$ cat config.mk
export PLATFORM = sky130hd
export DESIGN_NAME = nearest_color_code_lookup_top
export DESIGN_NICKNAME = d
export VERILOG_FILES = /design/src/hdl/nclut_pkg.sv /design/src/hdl/nearest_color_code_lookup_top.sv /design/src/hdl/nclut_ctrl.sv /design/src/hdl/nclut_datapath.sv
export VERILOG_INCLUDE_DIRS = /design/src /design/src/hdl
export SDC_FILE = /design/constraint.sdc
export NUM_CORES = 2
export LEC_CHECK = 0
export BUFFER_PORTS_ARGS = -buffer_cell sky130_fd_sc_hd__buf_2
export CAP_MARGIN = 20
export CORE_UTILIZATION = 35
export DETAILED_ROUTE_END_ITERATION = 16
export SYNTH_ARGS = -nofsm -noshare
export SYNTH_HDL_FRONTEND = slang
export SYNTH_SLANG_ARGS = --single-unit
$ cat constraint.sdc
create_clock -name clk_i -period 18.3 [get_ports clk_i]
set_clock_uncertainty 0.05 [all_clocks]
set_input_delay 0.915 -clock clk_i [delete_from_list [all_inputs] [get_ports clk_i]]
set_output_delay 0.915 -clock clk_i [all_outputs]
set_load 0.01 [all_outputs]
$ cat src/hdl/nearest_color_code_lookup_top_defines.svh
// ----------------------------------------------------------------------------
// Nearest color code lookup: assertion macros
// Shared concurrent check forms, clocked on clk_i and held off during reset.
// ----------------------------------------------------------------------------
`ifndef NEAREST_COLOR_CODE_LOOKUP_TOP_DEFINES_SVH
`define NEAREST_COLOR_CODE_LOOKUP_TOP_DEFINES_SVH

// Same-cycle implication
`define NCLUT_ASSERT_NOW(label, ante, cons, msg) \
  label: assert property (@(posedge clk_i) disable iff (!rst_ni) (ante) |-> (cons)) \
    else $error(msg);

// Next-cycle implication
`define NCLUT_ASSERT_NEXT(label, ante, cons, msg) \
  label: assert property (@(posedge clk_i) disable iff (!rst_ni) (ante) |=> (cons)) \
    else $error(msg);

`endif

$ cat src/hdl/nclut_pkg.sv
// ----------------------------------------------------------------------------
// Nearest color code lookup: package
// Table size, derived widths, word layouts and controller/datapath links.
// ----------------------------------------------------------------------------
`timescale 1ns / 1ps

package nclut_pkg;

  // Table geometry
  localparam int TABLE_ENTRIES = 32;
  localparam int IDX_W         = $clog2(TABLE_ENTRIES);
  localparam int CNT_W         = $clog2(TABLE_ENTRIES + 1);

  // Fixed field widths
  localparam int CFG_W   = 6;
  localparam int SLOT_W  = 5;
  localparam int COLOR_W = 8;
  localparam int CODE_W  = 16;
  localparam int SQ_W    = 2 * COLOR_W;
  localparam int DIST_W  = 18;

  localparam int IN_DATA_W  = 48;
  localparam int OUT_DATA_W = 40;

  // Reset value of the entries-in-use register
  localparam logic [CFG_W-1:0] CFG_RESET = CFG_W'(18);

  typedef logic [IDX_W-1:0] idx_t;
  typedef logic [CNT_W-1:0] cnt_t;

  typedef enum logic {
    ACT_LOAD  = 1'b0,
    ACT_QUERY = 1'b1
  } action_e;

  typedef enum logic [1:0] {
    ST_IDLE,
    ST_SCAN,
    ST_DRAIN,
    ST_EMIT
  } state_e;

  // Input word, last field in the lowest bits
  typedef struct packed {
    logic [2:0]         pad;
    logic [CODE_W-1:0]  entry_code;
    logic [COLOR_W-1:0] blue;
    logic [COLOR_W-1:0] green;
    logic [COLOR_W-1:0] red;
    logic [SLOT_W-1:0]  entry_index;
  } in_word_t;

  // Output word, last field in the lowest bits
  typedef struct packed {
    logic               pad;
    logic [DIST_W-1:0]  match_distance;
    logic [SLOT_W-1:0]  match_index;
    logic [CODE_W-1:0]  match_code;
  } out_word_t;

  // One table entry
  typedef struct packed {
    logic [CODE_W-1:0]  code;
    logic [COLOR_W-1:0] red;
    logic [COLOR_W-1:0] green;
    logic [COLOR_W-1:0] blue;
  } entry_t;

  // Controller to datapath
  typedef struct packed {
    logic load_we;
    idx_t load_addr;
    logic query_start;
    logic issue;
    logic issue_first;
    logic issue_last;
    idx_t issue_addr;
    logic emit;
  } ctrl_cmd_t;

  // Datapath to controller
  typedef struct packed {
    logic scan_done;
    logic out_free;
  } dp_status_t;

  // Squared difference of two color components
  function automatic logic [SQ_W-1:0] sq_diff(input logic [COLOR_W-1:0] a,
                                               input logic [COLOR_W-1:0] b);
    logic [COLOR_W-1:0] d;
    d = (a >= b) ? (a - b) : (b - a);
    return SQ_W'(d) * SQ_W'(d);
  endfunction

endpackage

$ cat src/hdl/nearest_color_code_lookup_top.sv
// ----------------------------------------------------------------------------
// Nearest color code lookup: a load writes the table, next word taken next cycle.
// Query: reads entries 0 to N-1, one per cycle, N = clamped entries in use,
// through read register, distance stage and running best to the output register;
// no new word until the result is emitted, which an unread result word holds off.
// Reset clears control, sets entries in use to 18; table undefined until loaded.
// ----------------------------------------------------------------------------
`timescale 1ns / 1ps
`include "nearest_color_code_lookup_top_defines.svh"

module nearest_color_code_lookup_top (
  input  logic                                clk_i,
  input  logic                                rst_ni,
  // Configuration: entries in use
  input  logic                                cfg_we_i,
  input  logic [nclut_pkg::CFG_W-1:0]         cfg_wdata_i,
  // Input words
  input  logic                                s_axis_tvalid_i,
  output logic                                s_axis_tready_o,
  // entry_index[4:0], red[12:5], green[20:13], blue[28:21], entry_code[44:29]
  input  logic [nclut_pkg::IN_DATA_W-1:0]     s_axis_tdata_i,
  // action[0]
  input  logic                                s_axis_tuser_i,
  // Result words
  output logic                                m_axis_tvalid_o,
  input  logic                                m_axis_tready_i,
  // match_code[15:0], match_index[20:16], match_distance[38:21]
  output logic [nclut_pkg::OUT_DATA_W-1:0]    m_axis_tdata_o
);

  nclut_pkg::in_word_t    in_word;
  nclut_pkg::out_word_t   out_word;
  nclut_pkg::ctrl_cmd_t   cmd;
  nclut_pkg::dp_status_t  status;

  assign in_word        = nclut_pkg::in_word_t'(s_axis_tdata_i);
  assign m_axis_tdata_o = nclut_pkg::OUT_DATA_W'(out_word);

  nclut_ctrl u_ctrl (
    .clk_i       (clk_i),
    .rst_ni      (rst_ni),
    .cfg_we_i    (cfg_we_i),
    .cfg_wdata_i (cfg_wdata_i),
    .in_valid_i  (s_axis_tvalid_i),
    .in_ready_o  (s_axis_tready_o),
    .in_action_i (s_axis_tuser_i),
    .in_slot_i   (in_word.entry_index),
    .status_i    (status),
    .cmd_o       (cmd)
  );

  nclut_datapath u_datapath (
    .clk_i       (clk_i),
    .rst_ni      (rst_ni),
    .in_word_i   (in_word),
    .cmd_i       (cmd),
    .status_o    (status),
    .out_valid_o (m_axis_tvalid_o),
    .out_ready_i (m_axis_tready_i),
    .out_word_o  (out_word)
  );

  // Checks
  `NCLUT_ASSERT_NEXT(a_query_starts_scan,
    s_axis_tvalid_i && s_axis_tready_o && (s_axis_tuser_i == nclut_pkg::ACT_QUERY),
    cmd.issue && cmd.issue_first, "query accepted but scan did not start at entry 0")
  `NCLUT_ASSERT_NOW(a_no_input_during_scan, cmd.issue || status.scan_done,
    !s_axis_tready_o, "input taken while a scan is in progress")
  `NCLUT_ASSERT_NOW(a_emit_needs_room, cmd.emit,
    !m_axis_tvalid_o || m_axis_tready_i, "result overwrote a word still waiting")
  `NCLUT_ASSERT_NOW(a_load_not_in_scan, cmd.load_we,
    !cmd.issue && !cmd.emit, "table write during scan or emit")

endmodule

$ cat src/hdl/nclut_ctrl.sv
// ----------------------------------------------------------------------------
// Nearest color code lookup: controller
// Takes input words, holds the entries-in-use register and sequences the scan.
// ----------------------------------------------------------------------------
`timescale 1ns / 1ps

module nclut_ctrl (
  input  logic                          clk_i,
  input  logic                          rst_ni,
  input  logic                          cfg_we_i,
  input  logic [nclut_pkg::CFG_W-1:0]   cfg_wdata_i,
  input  logic                          in_valid_i,
  output logic                          in_ready_o,
  input  logic                          in_action_i,
  input  logic [nclut_pkg::SLOT_W-1:0]  in_slot_i,
  input  nclut_pkg::dp_status_t         status_i,
  output nclut_pkg::ctrl_cmd_t          cmd_o
);

  nclut_pkg::state_e                state_q, state_d;
  logic [nclut_pkg::CFG_W-1:0]      cfg_q;
  nclut_pkg::cnt_t                  count_q, count_d;
  nclut_pkg::idx_t                  idx_q, idx_d;
  nclut_pkg::cnt_t                  count_sat;
  logic                             last_issue;

  // Clamp entries-in-use to 1 .. TABLE_ENTRIES
  assign count_sat = (cfg_q == '0) ? nclut_pkg::cnt_t'(1) :
                     (32'(cfg_q) > 32'(nclut_pkg::TABLE_ENTRIES)) ?
                       nclut_pkg::cnt_t'(nclut_pkg::TABLE_ENTRIES) :
                       nclut_pkg::cnt_t'(cfg_q);

  assign last_issue = ((32'(idx_q) + 32'd1) == 32'(count_q));

  // Hold the configuration register
  always_ff @(posedge clk_i or negedge rst_ni) begin
    if (!rst_ni) begin
      cfg_q <= nclut_pkg::CFG_RESET;
    end else if (cfg_we_i) begin
      cfg_q <= cfg_wdata_i;
    end
  end

  // State, scan counter and count
  always_ff @(posedge clk_i or negedge rst_ni) begin
    if (!rst_ni) begin
      state_q <= nclut_pkg::ST_IDLE;
      count_q <= '0;
      idx_q   <= '0;
    end else begin
      state_q <= state_d;
      count_q <= count_d;
      idx_q   <= idx_d;
    end
  end

  // Next state and commands
  always_comb begin
    state_d     = state_q;
    count_d     = count_q;
    idx_d       = idx_q;
    in_ready_o  = 1'b0;
    cmd_o       = '0;
    cmd_o.load_addr  = nclut_pkg::idx_t'(in_slot_i);
    cmd_o.issue_addr = idx_q;
    case (state_q)
      nclut_pkg::ST_IDLE: begin
        in_ready_o = 1'b1;
        if (in_valid_i) begin
          if (in_action_i == nclut_pkg::ACT_QUERY) begin
            cmd_o.query_start = 1'b1;
            count_d = count_sat;
            idx_d   = '0;
            state_d = nclut_pkg::ST_SCAN;
          end else begin
            // Drop loads to slots beyond the table
            cmd_o.load_we = (32'(in_slot_i) < 32'(nclut_pkg::TABLE_ENTRIES));
          end
        end
      end
      nclut_pkg::ST_SCAN: begin
        cmd_o.issue       = 1'b1;
        cmd_o.issue_first = (idx_q == '0);
        cmd_o.issue_last  = last_issue;
        if (last_issue) begin
          state_d = nclut_pkg::ST_DRAIN;
        end else begin
          idx_d = idx_q + nclut_pkg::idx_t'(1);
        end
      end
      nclut_pkg::ST_DRAIN: begin
        if (status_i.scan_done) begin
          state_d = nclut_pkg::ST_EMIT;
        end
      end
      nclut_pkg::ST_EMIT: begin
        if (status_i.out_free) begin
          cmd_o.emit = 1'b1;
          state_d    = nclut_pkg::ST_IDLE;
        end
      end
      default: begin
        state_d = nclut_pkg::ST_IDLE;
      end
    endcase
  end

endmodule

$ cat src/hdl/nclut_datapath.sv
// ----------------------------------------------------------------------------
// Nearest color code lookup: datapath
// Table memory, distance pipeline, running minimum and output register.
// ----------------------------------------------------------------------------
`timescale 1ns / 1ps

module nclut_datapath (
  input  logic                             clk_i,
  input  logic                             rst_ni,
  input  nclut_pkg::in_word_t              in_word_i,
  input  nclut_pkg::ctrl_cmd_t             cmd_i,
  output nclut_pkg::dp_status_t            status_o,
  output logic                             out_valid_o,
  input  logic                             out_ready_i,
  output nclut_pkg::out_word_t             out_word_o
);

  nclut_pkg::entry_t                       mem [nclut_pkg::TABLE_ENTRIES];
  nclut_pkg::entry_t                       rd_q;
  logic [nclut_pkg::COLOR_W-1:0]           q_red_q, q_green_q, q_blue_q;

  // Stage 1: read data
  logic                                    s1_valid_q, s1_first_q, s1_last_q;
  nclut_pkg::idx_t                         s1_idx_q;

  // Stage 2: distance
  logic                                    s2_valid_q, s2_first_q, s2_last_q;
  nclut_pkg::idx_t                         s2_idx_q;
  logic [nclut_pkg::CODE_W-1:0]            s2_code_q;
  logic [nclut_pkg::DIST_W-1:0]            s2_dist_q, dist_d;

  // Running best
  nclut_pkg::idx_t                         best_idx_q;
  logic [nclut_pkg::CODE_W-1:0]            best_code_q;
  logic [nclut_pkg::DIST_W-1:0]            best_dist_q;
  logic                                    take_best;

  logic                                    out_valid_q;
  nclut_pkg::out_word_t                    out_word_q;

  // Table write on load, registered read on scan issue
  always_ff @(posedge clk_i) begin
    if (cmd_i.load_we) begin
      mem[cmd_i.load_addr] <= '{code:  in_word_i.entry_code,
                                red:   in_word_i.red,
                                green: in_word_i.green,
                                blue:  in_word_i.blue};
    end
    if (cmd_i.issue) begin
      rd_q <= mem[cmd_i.issue_addr];
    end
  end

  // Latch the query color
  always_ff @(posedge clk_i) begin
    if (cmd_i.query_start) begin
      q_red_q   <= in_word_i.red;
      q_green_q <= in_word_i.green;
      q_blue_q  <= in_word_i.blue;
    end
  end

  // Sum of squared component differences
  assign dist_d = nclut_pkg::DIST_W'(nclut_pkg::sq_diff(q_red_q, rd_q.red))
                + nclut_pkg::DIST_W'(nclut_pkg::sq_diff(q_green_q, rd_q.green))
                + nclut_pkg::DIST_W'(nclut_pkg::sq_diff(q_blue_q, rd_q.blue));

  // Pipeline control flags
  always_ff @(posedge clk_i or negedge rst_ni) begin
    if (!rst_ni) begin
      s1_valid_q <= 1'b0;
      s1_first_q <= 1'b0;
      s1_last_q  <= 1'b0;
      s2_valid_q <= 1'b0;
      s2_first_q <= 1'b0;
      s2_last_q  <= 1'b0;
    end else begin
      s1_valid_q <= cmd_i.issue;
      s1_first_q <= cmd_i.issue_first;
      s1_last_q  <= cmd_i.issue_last;
      s2_valid_q <= s1_valid_q;
      s2_first_q <= s1_first_q;
      s2_last_q  <= s1_last_q;
    end
  end

  // Pipeline payload
  always_ff @(posedge clk_i) begin
    s1_idx_q  <= cmd_i.issue_addr;
    s2_idx_q  <= s1_idx_q;
    s2_code_q <= rd_q.code;
    s2_dist_q <= dist_d;
  end

  // Take the first entry, then replace the best only on a strictly smaller distance; lowest index wins ties
  assign take_best = s2_valid_q && (s2_first_q || (s2_dist_q < best_dist_q));

  always_ff @(posedge clk_i) begin
    if (take_best) begin
      best_idx_q  <= s2_idx_q;
      best_code_q <= s2_code_q;
      best_dist_q <= s2_dist_q;
    end
  end

  assign status_o.scan_done = s2_valid_q && s2_last_q;
  assign status_o.out_free  = !out_valid_q || out_ready_i;

  // Output register
  always_ff @(posedge clk_i or negedge rst_ni) begin
    if (!rst_ni) begin
      out_valid_q <= 1'b0;
    end else if (cmd_i.emit) begin
      out_valid_q <= 1'b1;
    end else if (out_ready_i) begin
      out_valid_q <= 1'b0;
    end
  end

  always_ff @(posedge clk_i) begin
    if (cmd_i.emit) begin
      out_word_q.pad            <= 1'b0;
      out_word_q.match_distance <= best_dist_q;
      out_word_q.match_index    <= nclut_pkg::SLOT_W'(best_idx_q);
      out_word_q.match_code     <= best_code_q;
    end
  end

  assign out_valid_o = out_valid_q;
  assign out_word_o  = out_word_q;

endmodule
After elaboration in Yosys (flattened, before gate mapping)
Memories as Yosys holds them, arrays and structs flattened. A register that Yosys moved wholly into a read port is not among the register bits. Index checks and enable logic that the tools add are counted.

Latch bits: 0. Memory bits (writable): 1280. Register bits: 172. Memories kept: 1. Input port bits: 60. Output and inout port bits: 42. Word-level logic and storage cells: 95. Bits in read-only memories: 0.

Memory list: u_datapath.mem (words 32, bits a word 40, read ports 1, clocked after Yosys merged registers in 1, wr ports 1, line nclut_datapath.sv:18) `nclut_pkg::entry_t mem [nclut_pkg::TABLE_ENTRIES];`.

Eq/ne operators: 10. Muxes and demuxes: 29. Bitwise operators: 0. Magnitude comparators: 5. Reduce and logical (&&, ||, !) cells: 13. Multiply operators: 3. Divide/modulo/power cells: 0. Shifts and indexed selects: 0. Add/subtract/negate cells: 10.

Operators with widths (count): multiplier 8 x 8 -> 16 bit (3); subtractor 8 bit (6); equality test 32 x 6 -> 1 bit (1); greater-or-equal comparator 8 bit (3); 2-to-1 mux 8 bit (3); adder 18 x 16 -> 18 bit (1); < comparator 18 bit (1); adder 16 x 16 -> 17 bit (1); 2-to-1 mux 5 bit (3); 2-to-1 mux 1 bit (13); 2-to-1 mux 6 bit (2); 2-to-1 mux 2 bit (5); != test 2 bit, second input constant (5); one-hot mux 5 bit (2 select lines) (1); one-hot mux 2 bit (4 select lines) (1); adder 5 x 1 -> 6 bit, second input constant (1); greater-than comparator 6 bit, second input constant (1); logical NOT 6 bit (1); adder 5 x 1 -> 5 bit, second input constant (1); logical NOT 5 bit (1); AND reduction 5 bit (1); equality test 2 bit, second input constant (2); AND reduction 4 bit (1); nonzero test 2 bit (2); other kinds (8) (10).

Depth between registers and ports, before layout
Word-level depth: 5. Gate-level depth with buffers: 41. Gate-level depth less buffers: 41.

Modules after synthesis
From an unflattened synthesis, not the netlist that was laid out.

Cell total of the unflattened synthesis: 3095. Area, all modules: 62809.0 µm².

By module, submodules not included: nclut_datapath (instances 1, cells each 2971, area an instance 61610.3 µm²); nclut_ctrl (instances 1, cells each 124, area an instance 1198.6 µm²).

Least setup slack after synthesis
OpenSTA, ideal clock, no wires.

Path kind: register to register. Start: reg u_datapath.q_red_q[0] (netlist bit). End: reg u_datapath.s2_dist_q[17] (netlist bit). Arrival: 10227 ps. Setup slack: 7903 ps. Setup time: 120 ps. Path buffers: 0. Stages on the path, launching flop included: 37. Path through: edfxtp_1 inv_1 ha_1 inv_1 fa_1 a21o_1 a211oi_1 o21a_4 mux2_4 and3_1 nor4_1 inv_1 fa_1 fa_1 fa_1 inv_1 fa_1 fa_1 inv_1 fa_1 inv_1 ha_1 a21oi_1 xor2_1 fa_1 fa_1 inv_1 fa_1 inv_1 fa_1 inv_1 ha_1 a21boi_0 o21ai_0 a2111oi_1 o21ai_0 a211o_1.

Word-level cells in the longest chain between the ends: 5. Elaborated cells between the ends (all ways): 7. Those cells by class: 4 x add/sub; 1 x mul; 1 x order compare; 1 x mux.

Ends and longest elaborated chain: from (decl) (line nclut_datapath.sv:20) `logic [nclut_pkg::COLOR_W-1:0] q_red_q, q_green_q, q_blue_q;`; from (signal assigned) (line nclut_datapath.sv:57) `q_red_q <= in_word_i.red;`; subtractor 8 bit or greater-or-equal comparator 8 bit (tied branches) (line nclut_pkg.sv:91) `d = (a >= b) ? (a - b) : (b - a);`; 2-to-1 mux 8 bit * (line nclut_pkg.sv:91); multiplier 8 x 8 -> 16 bit * (line nclut_pkg.sv:92) `return SQ_W'(d) * SQ_W'(d);`; adder 16 x 16 -> 17 bit * (line nclut_datapath.sv:65) `+ nclut_pkg::DIST_W'(nclut_pkg::sq_diff(q_green_q, rd_q.green))`; adder 18 x 16 -> 18 bit * (line nclut_datapath.sv:66) `+ nclut_pkg::DIST_W'(nclut_pkg::sq_diff(q_blue_q, rd_q.blue));`; via u_datapath.dist_d, one bit (line nclut_datapath.sv:30) `logic [nclut_pkg::DIST_W-1:0] s2_dist_q, dist_d;`; to (signal assigned) (line nclut_datapath.sv:92) `s2_dist_q <= dist_d;`; to (decl) (line nclut_datapath.sv:30).

The timed path passes the listed nets; every way through them passes the cells marked *. A chain may end at the register's enable or synchronous reset.

Worst setup path in the final report
Ends and elaborated chain as after synthesis.

==> flow_summary.ini <==
[outcome]
status = finished, final reports clean

[clocking]
clk_pin_slew_ps = 60
postCtsHoldBufs = 0
clk_latency_ps = 810
cts_tree = built
h-tree-depth = 4
cts_setup_buffers = 0
cts_buffers = 154
clock_sinks = 1492
cts_root_buf = clkbuf_16
clockBufferDepth = 3
cts_resized = 0

[worst_setup_path]
cpMostUsedCell = fa_1
critPathMaxFanout = 8
rr_endpoint = u_datapath.s2_dist_q[17]
critPathKind = reg -> reg
cp_slowest_cell = a2111oi_1
r2r-start = u_datapath.q_red_q[0]
startpoint_type = flip-flop
endpoint_kind = flip-flop
worst-r2r-cell-count = 37
crit_arrival_ps = 12200
r2r_slack_ps = 6680
cp.required_ps = 18880
max_stage_delay_ps = 850

[worst_hold_path]
hold_path.class = in -> async

[routing]
drt-pass1-iter-count = 5
wl_per_cell_um = 24.5
remaining_drc_errors = 0
drtIter0Drc = 2671
routed_wl_um = 143000
avgViaCountPerCell = 5.09
num_vias = 29773
drtAntennaViolNets = 0

[power]
seq_power_share_pct = 54.2
powerDensity_nw_per_um2 = 95.9
power.leakage_nw = 24.0
vdd_drop_max_mv = 0.0704
internal_power_w = 0.00550
switchingPower_w = 0.00139
swShare_pct = 20.1
p_clk_share_pct = 45.0
combPwrFrac_pct = 0.8

[synthesis]
async_reset_ff_share_pct = 1.74
ys_seq_elements = 1492
ys_top_cells_by_area = edfxtp_1 68%, mux4_2 14%, fa_1 3.9%
ys_warn_count = 0
syn-cell-area_um2 = 63100
yosys.cell_types.count = 68
synth.area.mux_share_pct = 15.4
synthXorXnorAreaFrac_pct = 0.762
avgSynthCellArea_um2 = 19.9
synth_top_family_by_area = multiplexers
synth.top_cell.area_share_pct = 67.7
synth_most_common_cell = edfxtp_1
synth-adder-area-share_pct = 7.08
synthCells = 3174
yosys.area.top_type = edfxtp_1
ys_seq_area_share_pct = 70.1
synth-edff-count = 1422
synth_flop_cell = edfxtp_1
synth_compound_area_share_pct = 1.98
synth_commonest_cells = 1,422 x edfxtp_1, 400 x mux4_2, 277 x inv_1
syn_nets = 3518
synthSimpleGateAreaFrac_pct = 2.34

[cells_and_area]
area_growth_pct = 13.9
final_layout_size_suffix_gt1_share_pct = 25.2
final_nets = 3715

[place]
gp_congestion = 0.781
port_buffers = 97
hpwl_um = 76500

[global_route]
grt_max_degree = 141
grt_pass1_vias = 30761
grt_pass1_wl_um = 209000
track_usage_pct = 15.9
antenna_found_initial = 22
grt_overflow = 0

[sta]
worst_slew_pin_slew_ps = 1150
fin_crit_ps = 11620
max_freq_mhz = 86.0
fin_hold_ws_ps = 66.0
drv_slew = 0
rsz0062_at_grt = false
hold_viol = 0
relSlewSlack_pct = 23.4
period_share_pct = 63.5
tns_ps = 0
finalSetupViolations = 0

[floorplan]
fp.dieH_um = 427
start_util_pct = 35.3
die_x_um = 427
num_io_pins = 102
rows = 155
core_um2 = 179000
die_area_um2 = 182000

[job]
max_cap_violations = 0
==> flip-flops by register name, indices dropped and copies added (netlist names), 6 cells and up <==
name                    count
u_ctrl.cfg_q                6
u_ctrl.count_q              6
u_datapath.best_code_q     16
u_datapath.best_dist_q     18
u_datapath.mem           1280
u_datapath.out_word_o      39
u_datapath.q_blue_q         8
u_datapath.q_green_q        8
u_datapath.q_red_q          8
u_datapath.rd_q            40
u_datapath.s2_code_q       16
u_datapath.s2_dist_q       18
==> through the flow <==
stage	instances	utilization, %	worst slack, ps	total power, W	area (um^2)
after global placement	5569	37.4	6740	0.00386	66800
final	5853	40.2	6680	0.00689	71900
after global routing	5851	40.2	6030	0.00709	71900
after detailed placement	5569	37.4	6670	0.00386	66800
after CTS	5849	40.2	6620	0.00695	71900
after floorplan	3174	-	7900	0.00381	63100
==> power by group through the flow <==
stage | sequential [W] | clock, W | combinational (W)
final | 0.00373 | 0.00310 | 0.0000528
after global placement | 0.00381 | 0 | 0.0000493
after global routing | 0.00373 | 0.00330 | 0.0000586
after floorplan | 0.00381 | 0 | 0.00000378
after detailed placement | 0.00381 | 0 | 0.0000534
after CTS | 0.00373 | 0.00317 | 0.0000532
==> worst max-delay path: cells and delay by family, from the launching register on <==
kind	cells	cell delay [ps]
AOI/OAI and AO/OA	10	3060
xor gates and xnor gates	2	920
and+or+nand+nor	2	340
adders and majority gates	14	6020
DFF	1	390
buffers and inverters	9	730
==> worst max-delay path by stage <==
stage / slack (ps) / cells after the start / end / from
global route: 6030 / 37 / u_datapath.s2_dist_q[17] / u_datapath.q_red_q[0]
finish: 6680 / 37 / u_datapath.s2_dist_q[17] / u_datapath.q_red_q[0]
CTS: 6620 / 34 / u_datapath.s2_dist_q[17] / u_datapath.rd_q[16]
global placement: 6740 / 37 / u_datapath.s2_dist_q[17] / u_datapath.q_red_q[0]
floorplan: 7900 / 36 / u_datapath.s2_dist_q[17] / u_datapath.q_red_q[0]
detailed placement: 6670 / 34 / u_datapath.s2_dist_q[17] / u_datapath.rd_q[16]
==> final cells by class <==
| class | count | area [um^2] |
|---|---|---|
| clock inverters | 85 | 948 |
| clock buffers | 195 | 4090 |
| diodes | 3 | 7.51 |
| multi-input cells | 1293 | 17700 |
| well taps | 2355 | 2950 |
| repair buffers | 153 | 931 |
| flip-flops and latches | 1492 | 44300 |
| fillers | 15913 | 107000 |
| inverters | 277 | 1040 |
==> cell usage in the layout (no fill, tap or decap), types with 49 or more instances in the layout <==
cell type and instances:
mux2_2 49, nand2_1 55, edfxtp_1 1422, nor2_1 87, ha_1 161, mux4_2 400, buf_4 54, buf_2 97
clkbuf_16 156, inv_1 277, fa_1 122
==> logic make-up (layout without fill, tap and decap cells) <==
group                      after synthesis  count (layout)
buffers and inverters                  389             710
other                                    1               4
and+or+nand+nor                        307             307
adders and majority gates              284             284
muxes                                  463             463
DFF                                   1492            1492
AOI/OAI and AO/OA                      184             184
xor gates and xnor gates                54              54
==> metal layers <==
| metal | vias to the layer above | routed length (um) | track usage (%) | share of wire [%] |
|---|---|---|---|---|
| met5 | - | 118 | 0 | 0.082 |
| met4 | 18 | 2920 | 4.14 | 2.0 |
| met3 | 207 | 6690 | 2.55 | 4.7 |
| met2 | 713 | 73500 | 27.3 | 51 |
| met1 | 15921 | 60000 | 20.8 | 42 |
| li1 | 12914 | - | - | - |
(Power assumes the default switching activity.)
